$ cat src/hdl/pmgf_pkg.sv
`timescale 1ns / 1ps
`default_nettype none
// -----------------------------------------------------------------------------
// pmgf_pkg
// Shared constants, types and codes of the pulse-rate median gate filter.
// -----------------------------------------------------------------------------
package pmgf_pkg;

   // Window geometry.
   localparam int DEPTH    = 7;
   localparam int FILL_W   = $clog2(DEPTH + 1);
   localparam int MED_IDX  = DEPTH / 2;
   localparam int MED_ODD  = DEPTH % 2;

   // Linear weights of the smoothed rate: WT_BASE + WT_STEP * i, oldest first.
   localparam int WT_BASE  = 10 * (DEPTH - 1);
   localparam int WT_STEP  = 7;
   localparam int WT_MAX   = WT_BASE + WT_STEP * (DEPTH - 1);
   localparam int WT_W     = $clog2(WT_MAX + 1);
   localparam int WT_TOTAL = DEPTH * WT_BASE + WT_STEP * DEPTH * (DEPTH - 1) / 2;
   localparam int TOT_W    = $clog2(WT_TOTAL + 1);

   // Datapath widths.
   localparam int RATE_W   = 16;
   localparam int PROD_W   = RATE_W + WT_W;
   localparam int SUM_W    = RATE_W + TOT_W;
   localparam int NUM_W    = 24;
   localparam int IVL_W    = 12;
   localparam int RATE_NUM = 15360000;
   localparam int DIV_NW   = NUM_W;
   localparam int DIV_DW   = IVL_W;
   localparam int CNT_W    = $clog2(DIV_NW + 1);
   localparam int REJ_W    = 4;
   localparam int REJ_SAT  = 15;

   // Division of the weighted sum by WT_TOTAL as a multiplication by the
   // rounded-up reciprocal; exact for every sum below 2**SUM_W.
   localparam int     RECIP_SH = SUM_W + TOT_W;
   localparam int     RECIP_W  = SUM_W + 1;
   localparam int     MUL_W    = SUM_W + RECIP_W;
   localparam longint RECIP_M  = ((longint'(1) << RECIP_SH) + longint'(WT_TOTAL) - 1)
                                 / longint'(WT_TOTAL);

   typedef enum logic [3:0] {
      STAT_NO_BEAT      = 4'd0,
      STAT_NO_FINGER    = 4'd1,
      STAT_SKIPPED      = 4'd2,
      STAT_FILLING      = 4'd3,
      STAT_WINDOW_FULL  = 4'd4,
      STAT_ACCEPTED     = 4'd5,
      STAT_REJECTED     = 4'd6,
      STAT_REJECT_RESET = 4'd7,
      STAT_ABSENCE      = 4'd8
   } status_type;

   typedef enum logic [2:0] {
      ST_IDLE,
      ST_RDIV,
      ST_MED,
      ST_MCMP,
      ST_WSUM,
      ST_WDIV,
      ST_FIN
   } state_type;

   typedef enum logic [2:0] {
      REG_BASELINE   = 3'd0,
      REG_ON_DELTA   = 3'd1,
      REG_OFF_DELTA  = 3'd2,
      REG_ABSENCE    = 3'd3,
      REG_MIN_IVL    = 3'd4,
      REG_MAX_IVL    = 3'd5,
      REG_TOLERANCE  = 3'd6,
      REG_MAX_REJ    = 3'd7
   } reg_idx_type;

   typedef struct packed {
      logic clr;
      logic shift;
      logic load;
   } cell_ctl_type;

   typedef struct packed {
      logic busy;
      logic done;
   } div_stat_type;

endpackage
`default_nettype wire

$ cat src/hdl/pulse_rate_median_gate_filter.sv
`timescale 1ns / 1ps
`default_nettype none
// -----------------------------------------------------------------------------
// pulse_rate_median_gate_filter
// Finger detection, beat-interval gating, median gate and weighted smoothing
// of an optical pulse rate.
// -----------------------------------------------------------------------------
// Each transaction on the req_ channel is one optical sample and produces
// exactly one transaction on the rsp_ channel. Samples that do not need the
// rate path (no finger, no beat, first beat, interval out of range) load the
// result register in the cycle they are taken, and the next sample can follow at
// once if the result register is free or being taken. A gated beat costs a
// 24-bit division of 15360000 by the interval in the one-bit-per-cycle divider
// (DIV_NW = 24 steps). A beat that only adds to a filling window then goes
// straight to the result. With a full window the division is followed by a
// median scan, a compare, a weighted sum and a reciprocal multiplication for
// the weighted average before the result is loaded; a rejected beat ends after
// the compare, and the beat that completes the window goes from the division
// straight to the weighted sum. The window is a row of DEPTH cells that rotate
// past the head cell during scans and come back in place afterwards.
// -----------------------------------------------------------------------------
module pulse_rate_median_gate_filter
   import pmgf_pkg::*;
(
   input  wire logic        clock,
   input  wire logic        reset,
   // Sample channel.
   input  wire logic        req_valid,
   output logic             req_stall,
   input  wire logic [17:0] req_ir_sample,
   input  wire logic        req_beat_detected,
   input  wire logic [31:0] req_now_ms,
   // Result channel.
   output logic             rsp_valid,
   input  wire logic        rsp_stall,
   output logic [15:0]      rsp_displayed_rate,
   output logic             rsp_finger_on,
   output logic             rsp_rate_valid,
   output logic [2:0]       rsp_window_fill,
   output logic [3:0]       rsp_status,
   // Register port.
   input  wire logic        csr_psel,
   input  wire logic        csr_penable,
   input  wire logic        csr_pwrite,
   input  wire logic [4:0]  csr_paddr,
   input  wire logic [31:0] csr_pwdata,
   output logic [31:0]      csr_prdata,
   output logic             csr_pready
);

   // Configuration registers.
   logic [17:0] baseline_ff, on_delta_ff, off_delta_ff;
   logic [15:0] absence_ff, tolerance_ff;
   logic [11:0] min_ivl_ff, max_ivl_ff;
   logic [3:0]  max_rej_ff;
   reg_idx_type csr_idx;
   logic        csr_wr;

   // Block state.
   state_type           state_ff, state_in;
   logic                finger_ff, finger_in;
   logic                armed_ff, armed_in;
   logic [31:0]         abs_start_ff, abs_start_in;
   logic                lbv_ff, lbv_in;
   logic [31:0]         lbt_ff, lbt_in;
   logic [FILL_W-1:0]   fill_ff, fill_in;
   logic                stab_ff, stab_in;
   logic [REJ_W-1:0]    rej_ff, rej_in;
   logic [RATE_W-1:0]   shown_ff, shown_in;
   status_type          status_ff, status_in;
   logic [RATE_W-1:0]   rate_ff, rate_in;
   logic [RATE_W-1:0]   med_lo_ff, med_lo_in;
   logic [RATE_W-1:0]   med_hi_ff, med_hi_in;
   logic [CNT_W-1:0]    step_ff, step_in;
   logic [PROD_W-1:0]   prod_ff, prod_in;
   logic                prod_v_ff, prod_v_in;
   logic [SUM_W-1:0]    acc_ff, acc_in;
   logic [MUL_W-1:0]    wavg_ff, wavg_in;
   logic [RECIP_W-1:0]  recip;

   // Result register.
   logic                rsp_valid_ff, rsp_valid_in;
   logic [RATE_W-1:0]   rsp_rate_ff;
   logic                rsp_finger_ff, rsp_stab_ff;
   logic [2:0]          rsp_fill_ff;
   status_type          rsp_status_ff;

   // Control.
   logic                accept, out_free, out_load;
   logic                go_rate, rate_done, med_done, med_pass, wsum_done;
   logic                win_clr, win_load, win_shift, win_wrap;
   logic                div_start;
   logic [DIV_NW-1:0]   div_num;
   logic [DIV_DW-1:0]   div_den;
   div_stat_type        div_stat;
   logic [DIV_NW-1:0]   div_quo;

   // Sample decode.
   logic [17:0]         delta;
   logic [31:0]         interval, abs_elapsed;
   logic                ivl_ok;
   logic [RATE_W-1:0]   rate_sat;

   // Window cells.
   cell_ctl_type        cell_ctl [DEPTH];
   logic [RATE_W-1:0]   cell_val [DEPTH];
   logic [DEPTH-1:0]    cell_lt, cell_eq;
   logic [FILL_W:0]     cnt_lt, cnt_eq;
   logic [RATE_W:0]     med_sum;
   logic [RATE_W-1:0]   median;
   logic [WT_W-1:0]     weight;
   logic [REJ_W-1:0]    rej_next;

   // ---------------------------------------------------------------------------
   // Register port. Writes land on the access cycle; pready is tied high.
   // ---------------------------------------------------------------------------
   assign csr_idx    = reg_idx_type'(csr_paddr[4:2]);
   assign csr_wr     = csr_psel && csr_penable && csr_pwrite && csr_pready;
   assign csr_pready = 1'b1;

   always_ff @(posedge clock) begin
      if (reset) begin
         baseline_ff  <= 18'd0;
         on_delta_ff  <= 18'd8000;
         off_delta_ff <= 18'd4000;
         absence_ff   <= 16'd5000;
         min_ivl_ff   <= 12'd240;
         max_ivl_ff   <= 12'd3000;
         tolerance_ff <= 16'd2560;
         max_rej_ff   <= 4'd5;
      end else if (csr_wr) begin
         case (csr_idx)
            REG_BASELINE:  baseline_ff  <= csr_pwdata[17:0];
            REG_ON_DELTA:  on_delta_ff  <= csr_pwdata[17:0];
            REG_OFF_DELTA: off_delta_ff <= csr_pwdata[17:0];
            REG_ABSENCE:   absence_ff   <= csr_pwdata[15:0];
            REG_MIN_IVL:   min_ivl_ff   <= csr_pwdata[11:0];
            REG_MAX_IVL:   max_ivl_ff   <= csr_pwdata[11:0];
            REG_TOLERANCE: tolerance_ff <= csr_pwdata[15:0];
            REG_MAX_REJ:   max_rej_ff   <= csr_pwdata[3:0];
            default: ;
         endcase
      end
   end

   always_comb begin
      case (csr_idx)
         REG_BASELINE:  csr_prdata = {14'd0, baseline_ff};
         REG_ON_DELTA:  csr_prdata = {14'd0, on_delta_ff};
         REG_OFF_DELTA: csr_prdata = {14'd0, off_delta_ff};
         REG_ABSENCE:   csr_prdata = {16'd0, absence_ff};
         REG_MIN_IVL:   csr_prdata = {20'd0, min_ivl_ff};
         REG_MAX_IVL:   csr_prdata = {20'd0, max_ivl_ff};
         REG_TOLERANCE: csr_prdata = {16'd0, tolerance_ff};
         REG_MAX_REJ:   csr_prdata = {28'd0, max_rej_ff};
         default:       csr_prdata = 32'd0;
      endcase
   end

   // ---------------------------------------------------------------------------
   // Handshake. A sample is taken only in idle, and only when the result
   // register is empty or is being emptied in the same cycle, so a sample that
   // answers at once never overwrites a waiting result.
   // ---------------------------------------------------------------------------
   assign out_free  = !rsp_valid_ff || !rsp_stall;
   assign req_stall = !(state_ff == ST_IDLE && out_free);
   assign accept    = req_valid && !req_stall;

   // ---------------------------------------------------------------------------
   // Sample decode: finger thresholds and the beat interval gate.
   // ---------------------------------------------------------------------------
   assign delta    = (req_ir_sample > baseline_ff) ? req_ir_sample - baseline_ff : 18'd0;
   assign interval = req_now_ms - lbt_ff;
   assign ivl_ok   = interval > {20'd0, min_ivl_ff} && interval < {20'd0, max_ivl_ff}
                     && interval != 32'd0;
   assign rate_sat = (div_quo > DIV_NW'(16'hFFFF)) ? 16'hFFFF : div_quo[RATE_W-1:0];

   // ---------------------------------------------------------------------------
   // Window: a row of cells. The head cell is the oldest entry; a rotation
   // feeds it back in at the tail so a full scan leaves the order unchanged.
   // ---------------------------------------------------------------------------
   for (genvar i = 0; i < DEPTH; i++) begin : g_cell
      logic [RATE_W-1:0] nb;
      if (i == DEPTH - 1) begin : g_tail
         assign nb = win_wrap ? cell_val[0] : rate_ff;
      end else begin : g_body
         assign nb = cell_val[i+1];
      end
      assign cell_ctl[i].clr   = win_clr;
      assign cell_ctl[i].shift = win_shift;
      assign cell_ctl[i].load  = win_load && (fill_ff == FILL_W'(i));
      pmgf_cell u_cell (
         .clock    (clock),
         .ctl      (cell_ctl[i]),
         .load_val (rate_sat),
         .shift_in (nb),
         .cand     (cell_val[0]),
         .value    (cell_val[i]),
         .lt       (cell_lt[i]),
         .eq       (cell_eq[i])
      );
   end

   always_comb begin
      cnt_lt = '0;
      cnt_eq = '0;
      for (int k = 0; k < DEPTH; k++) begin
         cnt_lt = cnt_lt + (FILL_W + 1)'(cell_lt[k]);
         cnt_eq = cnt_eq + (FILL_W + 1)'(cell_eq[k]);
      end
   end

   assign med_sum = {1'b0, med_lo_ff} + {1'b0, med_hi_ff};
   assign median  = (MED_ODD != 0) ? med_hi_ff : med_sum[RATE_W:1];
   assign med_pass = ({1'b0, rate_ff} + {1'b0, tolerance_ff} >= {1'b0, median})
                     && ({1'b0, rate_ff} <= {1'b0, median} + {1'b0, tolerance_ff});
   assign weight  = WT_W'(WT_BASE + WT_STEP * int'(step_ff));
   assign rej_next = (rej_ff < REJ_W'(REJ_SAT)) ? rej_ff + 1'b1 : rej_ff;
   assign recip    = RECIP_W'(RECIP_M);

   assign go_rate   = finger_in && req_beat_detected && lbv_ff && ivl_ok;
   assign rate_done = state_ff == ST_RDIV && div_stat.done;
   assign med_done  = step_ff == CNT_W'(DEPTH - 1);
   assign wsum_done = step_ff == CNT_W'(DEPTH);

   // ---------------------------------------------------------------------------
   // Next state.
   // ---------------------------------------------------------------------------
   always_comb begin
      state_in = state_ff;
      case (state_ff)
         ST_IDLE: begin
            if (accept && go_rate) begin
               state_in = ST_RDIV;
            end
         end
         ST_RDIV: begin
            if (div_stat.done) begin
               if (stab_ff) begin
                  state_in = ST_MED;
               end else if (fill_ff == FILL_W'(DEPTH - 1)) begin
                  state_in = ST_WSUM;
               end else begin
                  state_in = ST_FIN;
               end
            end
         end
         ST_MED: begin
            if (med_done) begin
               state_in = ST_MCMP;
            end
         end
         ST_MCMP: state_in = med_pass ? ST_WSUM : ST_FIN;
         ST_WSUM: begin
            if (wsum_done) begin
               state_in = ST_WDIV;
            end
         end
         ST_WDIV: begin
            if (step_ff == CNT_W'(1)) begin
               state_in = ST_FIN;
            end
         end
         ST_FIN: begin
            if (out_free) begin
               state_in = ST_IDLE;
            end
         end
         default: state_in = ST_IDLE;
      endcase
   end

   // ---------------------------------------------------------------------------
   // State updates and control outputs.
   // ---------------------------------------------------------------------------
   always_comb begin
      finger_in    = finger_ff;
      armed_in     = armed_ff;
      abs_start_in = abs_start_ff;
      lbv_in       = lbv_ff;
      lbt_in       = lbt_ff;
      fill_in      = fill_ff;
      stab_in      = stab_ff;
      rej_in       = rej_ff;
      shown_in     = shown_ff;
      status_in    = status_ff;
      rate_in      = rate_ff;
      med_lo_in    = med_lo_ff;
      med_hi_in    = med_hi_ff;
      step_in      = step_ff;
      prod_in      = prod_ff;
      prod_v_in    = 1'b0;
      acc_in       = acc_ff;
      wavg_in      = wavg_ff;
      abs_elapsed  = 32'd0;
      win_clr      = 1'b0;
      win_load     = 1'b0;
      win_shift    = 1'b0;
      win_wrap     = 1'b0;
      div_start    = 1'b0;
      div_num      = DIV_NW'(RATE_NUM);
      div_den      = DIV_DW'(interval[IVL_W-1:0]);
      out_load     = 1'b0;

      case (state_ff)
         ST_IDLE: begin
            if (accept) begin
               if (!finger_ff) begin
                  if (delta > on_delta_ff) begin
                     finger_in    = 1'b1;
                     armed_in     = 1'b0;
                     abs_start_in = 32'd0;
                  end else begin
                     armed_in = 1'b1;
                     if (!armed_ff) begin
                        abs_start_in = req_now_ms;
                     end
                     status_in   = STAT_NO_FINGER;
                     abs_elapsed = req_now_ms - abs_start_in;
                     if (abs_elapsed >= {16'd0, absence_ff}) begin
                        // Long absence clears the whole measurement.
                        lbv_in       = 1'b0;
                        lbt_in       = 32'd0;
                        win_clr      = 1'b1;
                        fill_in      = '0;
                        stab_in      = 1'b0;
                        rej_in       = '0;
                        shown_in     = '0;
                        abs_start_in = req_now_ms;
                        status_in    = STAT_ABSENCE;
                     end
                  end
               end else if (delta < off_delta_ff) begin
                  finger_in    = 1'b0;
                  armed_in     = 1'b1;
                  abs_start_in = req_now_ms;
                  status_in    = STAT_NO_FINGER;
               end
               if (finger_in) begin
                  status_in = STAT_NO_BEAT;
                  if (req_beat_detected) begin
                     status_in = STAT_SKIPPED;
                     lbt_in    = req_now_ms;
                     lbv_in    = 1'b1;
                  end
               end
               if (go_rate) begin
                  div_start = 1'b1;
               end else begin
                  out_load = 1'b1;
               end
            end
         end
         ST_RDIV: begin
            if (div_stat.done) begin
               rate_in = rate_sat;
               step_in = '0;
               acc_in  = '0;
               if (!stab_ff) begin
                  win_load  = 1'b1;
                  fill_in   = fill_ff + 1'b1;
                  status_in = STAT_FILLING;
                  if (fill_ff == FILL_W'(DEPTH - 1)) begin
                     stab_in   = 1'b1;
                     rej_in    = '0;
                     status_in = STAT_WINDOW_FULL;
                  end
               end
            end
         end
         ST_MED: begin
            // The head cell is the candidate; its rank among all entries
            // tells whether it sits at one of the middle places.
            win_shift = 1'b1;
            win_wrap  = 1'b1;
            step_in   = step_ff + 1'b1;
            if (cnt_lt <= (FILL_W + 1)'(MED_IDX)
                && (FILL_W + 1)'(MED_IDX) < cnt_lt + cnt_eq) begin
               med_hi_in = cell_val[0];
            end
            if (cnt_lt <= (FILL_W + 1)'(MED_IDX - 1)
                && (FILL_W + 1)'(MED_IDX - 1) < cnt_lt + cnt_eq) begin
               med_lo_in = cell_val[0];
            end
            if (med_done) begin
               step_in = '0;
            end
         end
         ST_MCMP: begin
            if (med_pass) begin
               win_shift = 1'b1;
               rej_in    = '0;
               status_in = STAT_ACCEPTED;
            end else begin
               rej_in    = rej_next;
               status_in = STAT_REJECTED;
               if (rej_next >= max_rej_ff) begin
                  // The beat time just stored survives this clear.
                  win_clr   = 1'b1;
                  fill_in   = '0;
                  stab_in   = 1'b0;
                  rej_in    = '0;
                  shown_in  = '0;
                  status_in = STAT_REJECT_RESET;
               end
            end
         end
         ST_WSUM: begin
            // One product a cycle into a register, summed in the next cycle.
            step_in = step_ff + 1'b1;
            if (!wsum_done) begin
               win_shift = 1'b1;
               win_wrap  = 1'b1;
               prod_in   = PROD_W'(cell_val[0] * weight);
               prod_v_in = 1'b1;
            end else begin
               step_in = '0;
            end
            if (prod_v_ff) begin
               acc_in = acc_ff + SUM_W'(prod_ff);
            end
         end
         ST_WDIV: begin
            // The weighted sum times the reciprocal of the weight total; the
            // quotient is the product shifted down by RECIP_SH.
            if (step_ff == '0) begin
               wavg_in = MUL_W'(acc_ff) * MUL_W'(recip);
               step_in = CNT_W'(1);
            end else begin
               shown_in = wavg_ff[RECIP_SH +: RATE_W];
               step_in  = '0;
            end
         end
         ST_FIN: begin
            out_load = out_free;
         end
         default: ;
      endcase
   end

   pmgf_div u_div (
      .clock    (clock),
      .reset    (reset),
      .start    (div_start),
      .dividend (div_num),
      .divisor  (div_den),
      .stat     (div_stat),
      .quotient (div_quo)
   );

   // ---------------------------------------------------------------------------
   // Result register.
   // ---------------------------------------------------------------------------
   always_comb begin
      rsp_valid_in = rsp_valid_ff;
      if (out_load) begin
         rsp_valid_in = 1'b1;
      end else if (!rsp_stall) begin
         rsp_valid_in = 1'b0;
      end
   end

   always_ff @(posedge clock) begin
      if (reset) begin
         state_ff     <= ST_IDLE;
         finger_ff    <= 1'b0;
         armed_ff     <= 1'b0;
         abs_start_ff <= 32'd0;
         lbv_ff       <= 1'b0;
         lbt_ff       <= 32'd0;
         fill_ff      <= '0;
         stab_ff      <= 1'b0;
         rej_ff       <= '0;
         shown_ff     <= '0;
         prod_v_ff    <= 1'b0;
         step_ff      <= '0;
         rsp_valid_ff <= 1'b0;
      end else begin
         state_ff     <= state_in;
         finger_ff    <= finger_in;
         armed_ff     <= armed_in;
         abs_start_ff <= abs_start_in;
         lbv_ff       <= lbv_in;
         lbt_ff       <= lbt_in;
         fill_ff      <= fill_in;
         stab_ff      <= stab_in;
         rej_ff       <= rej_in;
         shown_ff     <= shown_in;
         prod_v_ff    <= prod_v_in;
         step_ff      <= step_in;
         rsp_valid_ff <= rsp_valid_in;
      end
      status_ff <= status_in;
      rate_ff   <= rate_in;
      med_lo_ff <= med_lo_in;
      med_hi_ff <= med_hi_in;
      prod_ff   <= prod_in;
      acc_ff    <= acc_in;
      wavg_ff   <= wavg_in;
      if (out_load) begin
         rsp_rate_ff   <= shown_in;
         rsp_finger_ff <= finger_in;
         rsp_stab_ff   <= stab_in;
         rsp_fill_ff   <= fill_in[2:0];
         rsp_status_ff <= status_in;
      end
   end

   assign rsp_valid          = rsp_valid_ff;
   assign rsp_displayed_rate = rsp_rate_ff;
   assign rsp_finger_on      = rsp_finger_ff;
   assign rsp_rate_valid     = rsp_stab_ff;
   assign rsp_window_fill    = rsp_fill_ff;
   assign rsp_status         = rsp_status_ff;

endmodule
`default_nettype wire

$ cat src/hdl/pmgf_cell.sv
`timescale 1ns / 1ps
`default_nettype none
// -----------------------------------------------------------------------------
// pmgf_cell
// One window entry: holds a rate, takes its neighbor's value on a shift and
// compares itself with the broadcast candidate.
// -----------------------------------------------------------------------------
module pmgf_cell
   import pmgf_pkg::*;
(
   input  wire logic               clock,
   input  wire cell_ctl_type       ctl,
   input  wire logic [RATE_W-1:0]  load_val,
   input  wire logic [RATE_W-1:0]  shift_in,
   input  wire logic [RATE_W-1:0]  cand,
   output logic      [RATE_W-1:0]  value,
   output logic                    lt,
   output logic                    eq
);

   logic [RATE_W-1:0] value_ff;
   logic [RATE_W-1:0] value_in;

   always_comb begin
      value_in = value_ff;
      if (ctl.clr) begin
         value_in = '0;
      end else if (ctl.load) begin
         value_in = load_val;
      end else if (ctl.shift) begin
         value_in = shift_in;
      end
   end

   always_ff @(posedge clock) begin
      value_ff <= value_in;
   end

   assign value = value_ff;
   assign lt    = value_ff < cand;
   assign eq    = value_ff == cand;

endmodule
`default_nettype wire

$ cat src/hdl/pmgf_div.sv
`timescale 1ns / 1ps
`default_nettype none
// -----------------------------------------------------------------------------
// pmgf_div
// Restoring divider, one quotient bit per cycle.
// -----------------------------------------------------------------------------
module pmgf_div
   import pmgf_pkg::*;
(
   input  wire logic              clock,
   input  wire logic              reset,
   input  wire logic              start,
   input  wire logic [DIV_NW-1:0] dividend,
   input  wire logic [DIV_DW-1:0] divisor,
   output div_stat_type           stat,
   output logic      [DIV_NW-1:0] quotient
);

   logic [DIV_DW-1:0] rem_ff, rem_in;
   logic [DIV_DW-1:0] dsr_ff, dsr_in;
   logic [DIV_NW-1:0] quo_ff, quo_in;
   logic [CNT_W-1:0]  cnt_ff, cnt_in;
   logic              busy_ff, busy_in;
   logic              done_ff, done_in;
   logic [DIV_DW:0]   trial;
   logic [DIV_DW:0]   diff;
   logic              ge;

   assign trial = {rem_ff, quo_ff[DIV_NW-1]};
   assign diff  = trial - {1'b0, dsr_ff};
   assign ge    = trial >= {1'b0, dsr_ff};

   always_comb begin
      rem_in  = rem_ff;
      dsr_in  = dsr_ff;
      quo_in  = quo_ff;
      cnt_in  = cnt_ff;
      busy_in = busy_ff;
      done_in = 1'b0;
      if (start) begin
         rem_in  = '0;
         dsr_in  = divisor;
         quo_in  = dividend;
         cnt_in  = CNT_W'(DIV_NW);
         busy_in = 1'b1;
      end else if (busy_ff) begin
         rem_in = ge ? diff[DIV_DW-1:0] : trial[DIV_DW-1:0];
         quo_in = {quo_ff[DIV_NW-2:0], ge};
         cnt_in = cnt_ff - 1'b1;
         if (cnt_ff == CNT_W'(1)) begin
            busy_in = 1'b0;
            done_in = 1'b1;
         end
      end
   end

   always_ff @(posedge clock) begin
      if (reset) begin
         busy_ff <= 1'b0;
         done_ff <= 1'b0;
      end else begin
         busy_ff <= busy_in;
         done_ff <= done_in;
      end
      rem_ff <= rem_in;
      dsr_ff <= dsr_in;
      quo_ff <= quo_in;
      cnt_ff <= cnt_in;
   end

   assign stat.busy = busy_ff;
   assign stat.done = done_ff;
   assign quotient  = quo_ff;

endmodule
`default_nettype wire

$ cat config.mk
export PLATFORM = sky130hd
export DESIGN_NAME = pulse_rate_median_gate_filter
export DESIGN_NICKNAME = d
export VERILOG_FILES = /design/src/hdl/pmgf_pkg.sv /design/src/hdl/pulse_rate_median_gate_filter.sv /design/src/hdl/pmgf_cell.sv /design/src/hdl/pmgf_div.sv
export SDC_FILE = /design/constraint.sdc
export NUM_CORES = 2
export LEC_CHECK = 0
export ABC_CLOCK_PERIOD_IN_PS = 8000
export BUFFER_PORTS_ARGS = -buffer_cell sky130_fd_sc_hd__clkbuf_2
export CAP_MARGIN = 20
export CORE_ASPECT_RATIO = 0.6
export CORE_MARGIN = 1.5
export CORE_UTILIZATION = 30
export DETAILED_ROUTE_END_ITERATION = 8
export PLACE_DENSITY = 0.52
export RECOVER_POWER = 50
export SLEW_MARGIN = 15
export SYNTH_ARGS = -nofsm -noshare
export SYNTH_HDL_FRONTEND = slang
export SYNTH_SLANG_ARGS = --single-unit
$ cat constraint.sdc
create_clock -name clock -period 8 [get_ports clock]
set_input_delay 0.8 -clock clock [delete_from_list [all_inputs] [get_ports clock]]
set_output_delay 0.8 -clock clock [all_outputs]
set_load 0.005 [all_outputs]
; Word-level counts from Yosys, hierarchy flattened
; Cells that the tools add are included.
[word_totals]
regBits = 542
out_inout_bits = 60
[classes]
addsub = 25
n_mul = 3
order_cmp = 21
eq_ne = 44
muxes = 143
bitwise = 3
reduce_logical = 58
[op_table]
columns = operator, count
row1 = 32-bit two-way mux, 14
row2 = 16-bit two-way mux, 23
row3 = 32-bit one-hot mux with 8 select lines, 1
row4 = 16-bit less-than comparator, 7
row5 = 16-bit equality test, 6
row6 = 4-bit two-way mux, 18
row7 = 32-bit subtractor, 2
row8 = 26-bit two-way mux, 2
row9 = 26-bit one-hot mux with 2 select lines, 1
row10 = "26-bit by 25-bit multiplier with 50-bit output, second input constant", 1
row11 = 1-bit two-way mux, 48
row12 = 3-bit two-way mux, 16
row13 = 16-bit one-hot mux with 3 select lines, 1
row14 = 18-bit greater-than comparator, 2
row15 = 16-bit by 16-bit adder with 17-bit output, 2
row16 = 32-bit by 16-bit greater-or-equal comparator with 1-bit output, 1
row17 = 32-bit by 12-bit greater-than comparator with 1-bit output, 1
row18 = 32-bit by 12-bit less-than comparator with 1-bit output, 1
row19 = 32-bit nonzero test, 1
row20 = "3-bit equality test, second input constant", 10
row21 = 2-bit AND reduction, 14
row22 = 26-bit by 23-bit adder with 26-bit output, 1
row23 = 4-bit by 1-bit adder with 4-bit output, 6
row24 = "24-bit by 16-bit greater-than comparator with 1-bit output, second input constant", 1
row25 = other kinds (52), 117

; Depth between registers and ports, before layout
[depth]
ltp_word = 16
ltp_mapped = 29
mapped_depth_nobuf = 27

; By module
; From an unflattened synthesis, not the netlist that was laid out.
[unflattened]
hier_cells = 5479
hier_area_um2 = 49271.0
[by_module_without_submodules]
columns = mod, n_inst, cells_each, area_each_um2, seq_area_each_um2
row1 = pulse_rate_median_gate_filter, 1, 4233, 38413.1, 8047.7
row2 = pmgf_cell, 7, 142, 1142.3, 320.3
row3 = pmgf_div, 1, 252, 2861.5, 1461.4

; Worst setup path after synthesis
; Ideal clock, no wire load.
[synth_path]
path_kind = register -> register
start = register step_ff[2]
end = register prod_ff[22], data pin
t_arrival_ns = 6.908
required_ns = 7.740
setup_slack_ns = 0.832
stages_incl_launch_ff = 28
cell_sequence = dfxtp_1 -> inv_1 -> ha_1 -> fa_1 -> inv_1 -> ha_1 -> a21o_1 -> a21oi_1 -> xnor2_1 -> nor2_1 -> fa_1 -> inv_1 -> fa_1 -> inv_1 -> fa_1 -> inv_1 -> fa_1 -> inv_1 -> ha_1 -> or2_2 -> a21oi_1 -> a211oi_1 -> o31a_1 -> a41o_1 -> o41ai_1 -> o21bai_1 -> a21oi_1 -> xnor2_1
[synth_between]
elab_chain_len = 3
[synth_lines]
columns = item, line_no
row1 = "start, declared", pulse_rate_median_gate_filter.sv:74  ; logic [CNT_W-1:0] step_ff, step_in;
row2 = "start signal, assigned", pulse_rate_median_gate_filter.sv:490  ; step_ff <= step_in;
row3 = 3-bit by 5-bit multiplier with 7-bit output, pulse_rate_median_gate_filter.sv:217  ; assign weight = WT_W'(WT_BASE + WT_STEP * int'(step_ff));
row4 = 6-bit by 7-bit adder with 7-bit output, pulse_rate_median_gate_filter.sv:217
row5 = 16-bit by 7-bit multiplier with 23-bit output, pulse_rate_median_gate_filter.sv:414  ; prod_in = PROD_W'(cell_val[0] * weight);
row6 = "end signal, assigned", pulse_rate_median_gate_filter.sv:497  ; prod_ff <= prod_in;
row7 = "end, declared", pulse_rate_median_gate_filter.sv:75  ; logic [PROD_W-1:0] prod_ff, prod_in;
; No other way between the ends.
; A chain may end at the register's enable or synchronous reset.

; Worst setup path after layout
[layout_path]
start = register acc_ff[8]
end = register wavg_ff[48], data pin
[layout_between]
elab_chain_len = 1
[layout_lines]
columns = item, line_no
row1 = "start, declared", pulse_rate_median_gate_filter.sv:77  ; logic [SUM_W-1:0] acc_ff, acc_in;
row2 = "start signal, assigned", pulse_rate_median_gate_filter.sv:498  ; acc_ff <= acc_in;
row3 = 26-bit by 25-bit multiplier with 50-bit output, pulse_rate_median_gate_filter.sv:427  ; wavg_in = MUL_W'(acc_ff) * MUL_W'(recip);
row4 = "end signal, assigned", pulse_rate_median_gate_filter.sv:499  ; wavg_ff <= wavg_in;
row5 = "end, declared", pulse_rate_median_gate_filter.sv:78  ; logic [MUL_W-1:0] wavg_ff, wavg_in;
; No other way between the ends.

==> run metrics <==
number of flip-flops and latches in the synthesized netlist=508; overflow left after global routing=0; power spent charging and discharging nets=1.98 mW; placer congestion estimate=0.946; final hold slack=0.419 ns; Reg power frac=40.3%; clock net sink count=508; Vias/cell=5.08; die width=525 um; drt total wl=152 mm; total design power=6.71 mW; most numerous cell on the critical path=sky130_fd_sc_hd__fa_1; worst skew pair latency=0.65 ns; netlist area before placement=49100 um^2; Critical Path Source=acc_ff[8]; Clock Skew=0.0221 ns; Num CTS Buffers=54; Final WS setup=0.389 ns; worst path required time=8.39 ns; fraction of registers with async set or reset after synthesis=0%; number of antenna-violating nets in the routed design=0; number of search-and-repair iterations in the first detailed-routing pass=7; Clk pin slew, worst setup/hold paths=0.07 ns; clock period minus worst slack=7.61 ns; floorplan row count=114; violated checks=capacitance limit, slew limit; final instance area=54300 um^2; Post-synth EDFFs=134; DR vias=39.4k; Top-Level Pins=155; CTS tree=yes; maximum fanout encountered on the critical timing path=9; vias in the first global route=38.2k; most used cells in the layout excluding fill and tap cells=766 x sky130_fd_sc_hd__inv_1, 703 x sky130_fd_sc_hd__ha_1, 425 x sky130_fd_sc_hd__nand2_1; Worst Hold Class=in -> reg; total instance count after detailed placement=7642; distinct cell type count after synthesis=97; number of antenna violations at the first check in global routing=9; VDD IR-drop max=161 uV; outcome=finished, violations left; Finished Core Util=33.6%; transition time at the pin with the least slew margin=2.43 ns; drt first-iter violations=3344; starting density of the core=30.3%; top_reg_cell synth=sky130_fd_sc_hd__dfxtp_1; critical path type=reg -> reg; htree depth=2; unrepaired setup endpoints after global routing=false; fraction of layout instances using a drive strength above 1=7.04%; power per standard cell area=124 nW/um^2; WP data arrival=8.00 ns; area of the core=162000 um^2; area enclosed by the die boundary=166000 um^2; wire length of the first global-routing pass=235 mm; maximum number of buffers from clock root to sink=3; number of remaining DRC errors=0; commonest non-fill, non-tap cell in the layout=sky130_fd_sc_hd__inv_1; post-CTS repair timing setup buffer count=0; max incr delay on CP=0.80 ns; count of synthesis-stage warnings from yosys=0; post-layout instance count excluding filler cells=7750; # Max-Cap Violations=4; total of buffers placed on input and output ports=123; worst slack after detailed placement=0.00945 ns; switching power share of the total=29.4%; hold-fix buffer count after cts=0; worst reg2reg path startpoint=acc_ff[8]; clock share of power=42.1%; dpl hpwl=122 mm; total negative setup slack=0 ns; root cell of the clock tree=sky130_fd_sc_hd__clkbuf_16; cells after synthesis=5469; final max-slew violation count=141; final layout net count=6701; Slowest-stage cell, CP=sky130_fd_sc_hd__edfxtp_1; Avg Cell Area, Syn=8.97 um^2; sequential area share after synthesis=23.5%; FMAX=0.131 GHz; internal power component=4.73 mW; GRT Total Usage=18.2%; cells traversed along the worst timing path=buf_4, fa_1, inv_1, fa_1, fa_1, fa_1, fa_1, inv_1, fa_1, inv_1, fa_1, inv_1, ha_1, a21o_1, a211oi_1, nand2_1, inv_1, a21oi_2, o211ai_1, o21ai_0, a21oi_1, o21bai_1, xor2_1; count of cells resized by post-cts repair=1; placed standard-cell area=52500 um^2; DR WL/cell=19.6 um; pin count of the biggest net entering global routing=115; height of the die=316 um; share of power burned in combinational logic=17.6%; max-slew headroom at the worst pin=-62.1%; number of failing hold endpoints at the final stage=0; Critical Path Sink Type=flip-flop; Tcrit/Tclk final=95.1%; Critical Path Start Type=flip-flop; Final setup viols=0; total leakage power=24.5 nW; layout-stage area growth over the synthesis result=10.7%; hold_sp=csr_pwdata[16]
[critical path, delay by kind of cell (launching register included)]
| family | cells | cell delay (ns) |
|---|---|---|
| flip-flops | 1 | 0.80 |
| buffers and inverters | 6 | 0.74 |
| AND/OR/NAND/NOR | 1 | 0.13 |
| adder cells (fa/ha/maj) | 8 | 4.12 |
| AO/OA/AOI/OAI | 7 | 1.39 |
| XOR/XNOR | 1 | 0.14 |
[sequential cells by signal (all words and copies together), names as in the netlist, 16 cells and up]
signal               flops
rate_ff                 16
baseline_ff             18
absence_ff              16
shown_ff                16
acc_ff                  26
g_cell.u_cell.value    112
on_delta_ff             18
abs_start_ff            32
prod_ff                 23
rsp_displayed_rate      16
off_delta_ff            18
lbt_ff                  32
u_div.quotient          24
tolerance_ff            16
med_hi_ff               16
wavg_ff                 16
[per-layer routing]
| layer | wire length, um | GRT usage, % | up-vias |
|---|---|---|---|
| met4 | 1620 | 2.41 | 8 |
| met2 | 51900 | 22.4 | 1251 |
| met3 | 15200 | 5.44 | 111 |
| li1 | - | - | 19124 |
| met1 | 83100 | 30.2 | 18863 |
| met5 | 182 | 0.583 | - |
[cells in the mapped netlist (22+ instances only)]
cell                       number  area (um^2)
sky130_fd_sc_hd__nor2b_1       64          400
sky130_fd_sc_hd__nand2b_1      45          282
sky130_fd_sc_hd__a21oi_1      407         2040
sky130_fd_sc_hd__a211oi_2      44          551
sky130_fd_sc_hd__dfxtp_1      374         7490
sky130_fd_sc_hd__mux2i_1      158         1580
sky130_fd_sc_hd__and4_1        25          219
sky130_fd_sc_hd__nor3_1        56          280
sky130_fd_sc_hd__a211oi_1     136         1020
sky130_fd_sc_hd__o211a_1       36          360
sky130_fd_sc_hd__o211ai_1      86          646
sky130_fd_sc_hd__nand2_1      427         1600
sky130_fd_sc_hd__nand4_1       58          363
sky130_fd_sc_hd__o21a_1        81          608
sky130_fd_sc_hd__xnor2_1       98          858
sky130_fd_sc_hd__fa_1         349         6990
sky130_fd_sc_hd__and2_1        36          225
sky130_fd_sc_hd__or3_1         22          138
sky130_fd_sc_hd__a31oi_1       31          194
sky130_fd_sc_hd__inv_1        766         2880
sky130_fd_sc_hd__o21bai_1      29          218
sky130_fd_sc_hd__a21o_1        93          698
sky130_fd_sc_hd__o21ai_0      131          656
sky130_fd_sc_hd__ha_1         703         8800
sky130_fd_sc_hd__buf_2         24          120
sky130_fd_sc_hd__nand3_1       84          420
sky130_fd_sc_hd__clkbuf_1     173          649
sky130_fd_sc_hd__edfxtp_1     134         4020
sky130_fd_sc_hd__xor2_1        52          455
sky130_fd_sc_hd__or2_2         28          175
sky130_fd_sc_hd__nor2_1       401         1510
[path summary, 6_finish.rpt]
check	slack, ns	depth (start not counted)	to
setup / recovery	0.39	23	wavg_ff[48]
hold / removal	0.42	3	baseline_ff[16]
setup reg to reg	0.39	23	wavg_ff[48]
hold reg to reg	0.45	2	off_delta_ff[2]
[layout make-up]
class | count | area [um^2]
well taps | 2146 | 2690
inverters | 767 | 2880
flip-flops and latches | 508 | 11500
clock buffers | 77 | 1550
clock inverters | 24 | 382
repair buffers | 252 | 1520
fillers | 16757 | 107000
diodes | 5 | 12.5
multi-input cells | 3971 | 33800
[power by group through the flow]
stage | registers [mW] | clock network, mW | logic [mW]
floorplan | 2.75 | 0 | 0.797
finish | 2.70 | 2.83 | 1.18
global placement | 2.76 | 0 | 1.14
global route | 2.71 | 2.99 | 1.28
detailed placement | 2.76 | 0 | 1.16
CTS | 2.70 | 2.89 | 1.16
[cell families (layout without fill, tap and decap cells)]
group	count (synthesis)	count (layout)	synth area share [%]
buffers and inverters	1003	1120	7.96
adder cells (fa/ha/maj)	1053	1053	32.2
AND/OR/NAND/NOR	1318	1318	12.5
XOR/XNOR	150	150	2.68
other	2	20	0.0153
AO/OA/AOI/OAI	1265	1265	17.6
flip-flops	508	508	23.5
multiplexers	170	170	3.59
Note: power is estimated with default switching activity, not from simulation.
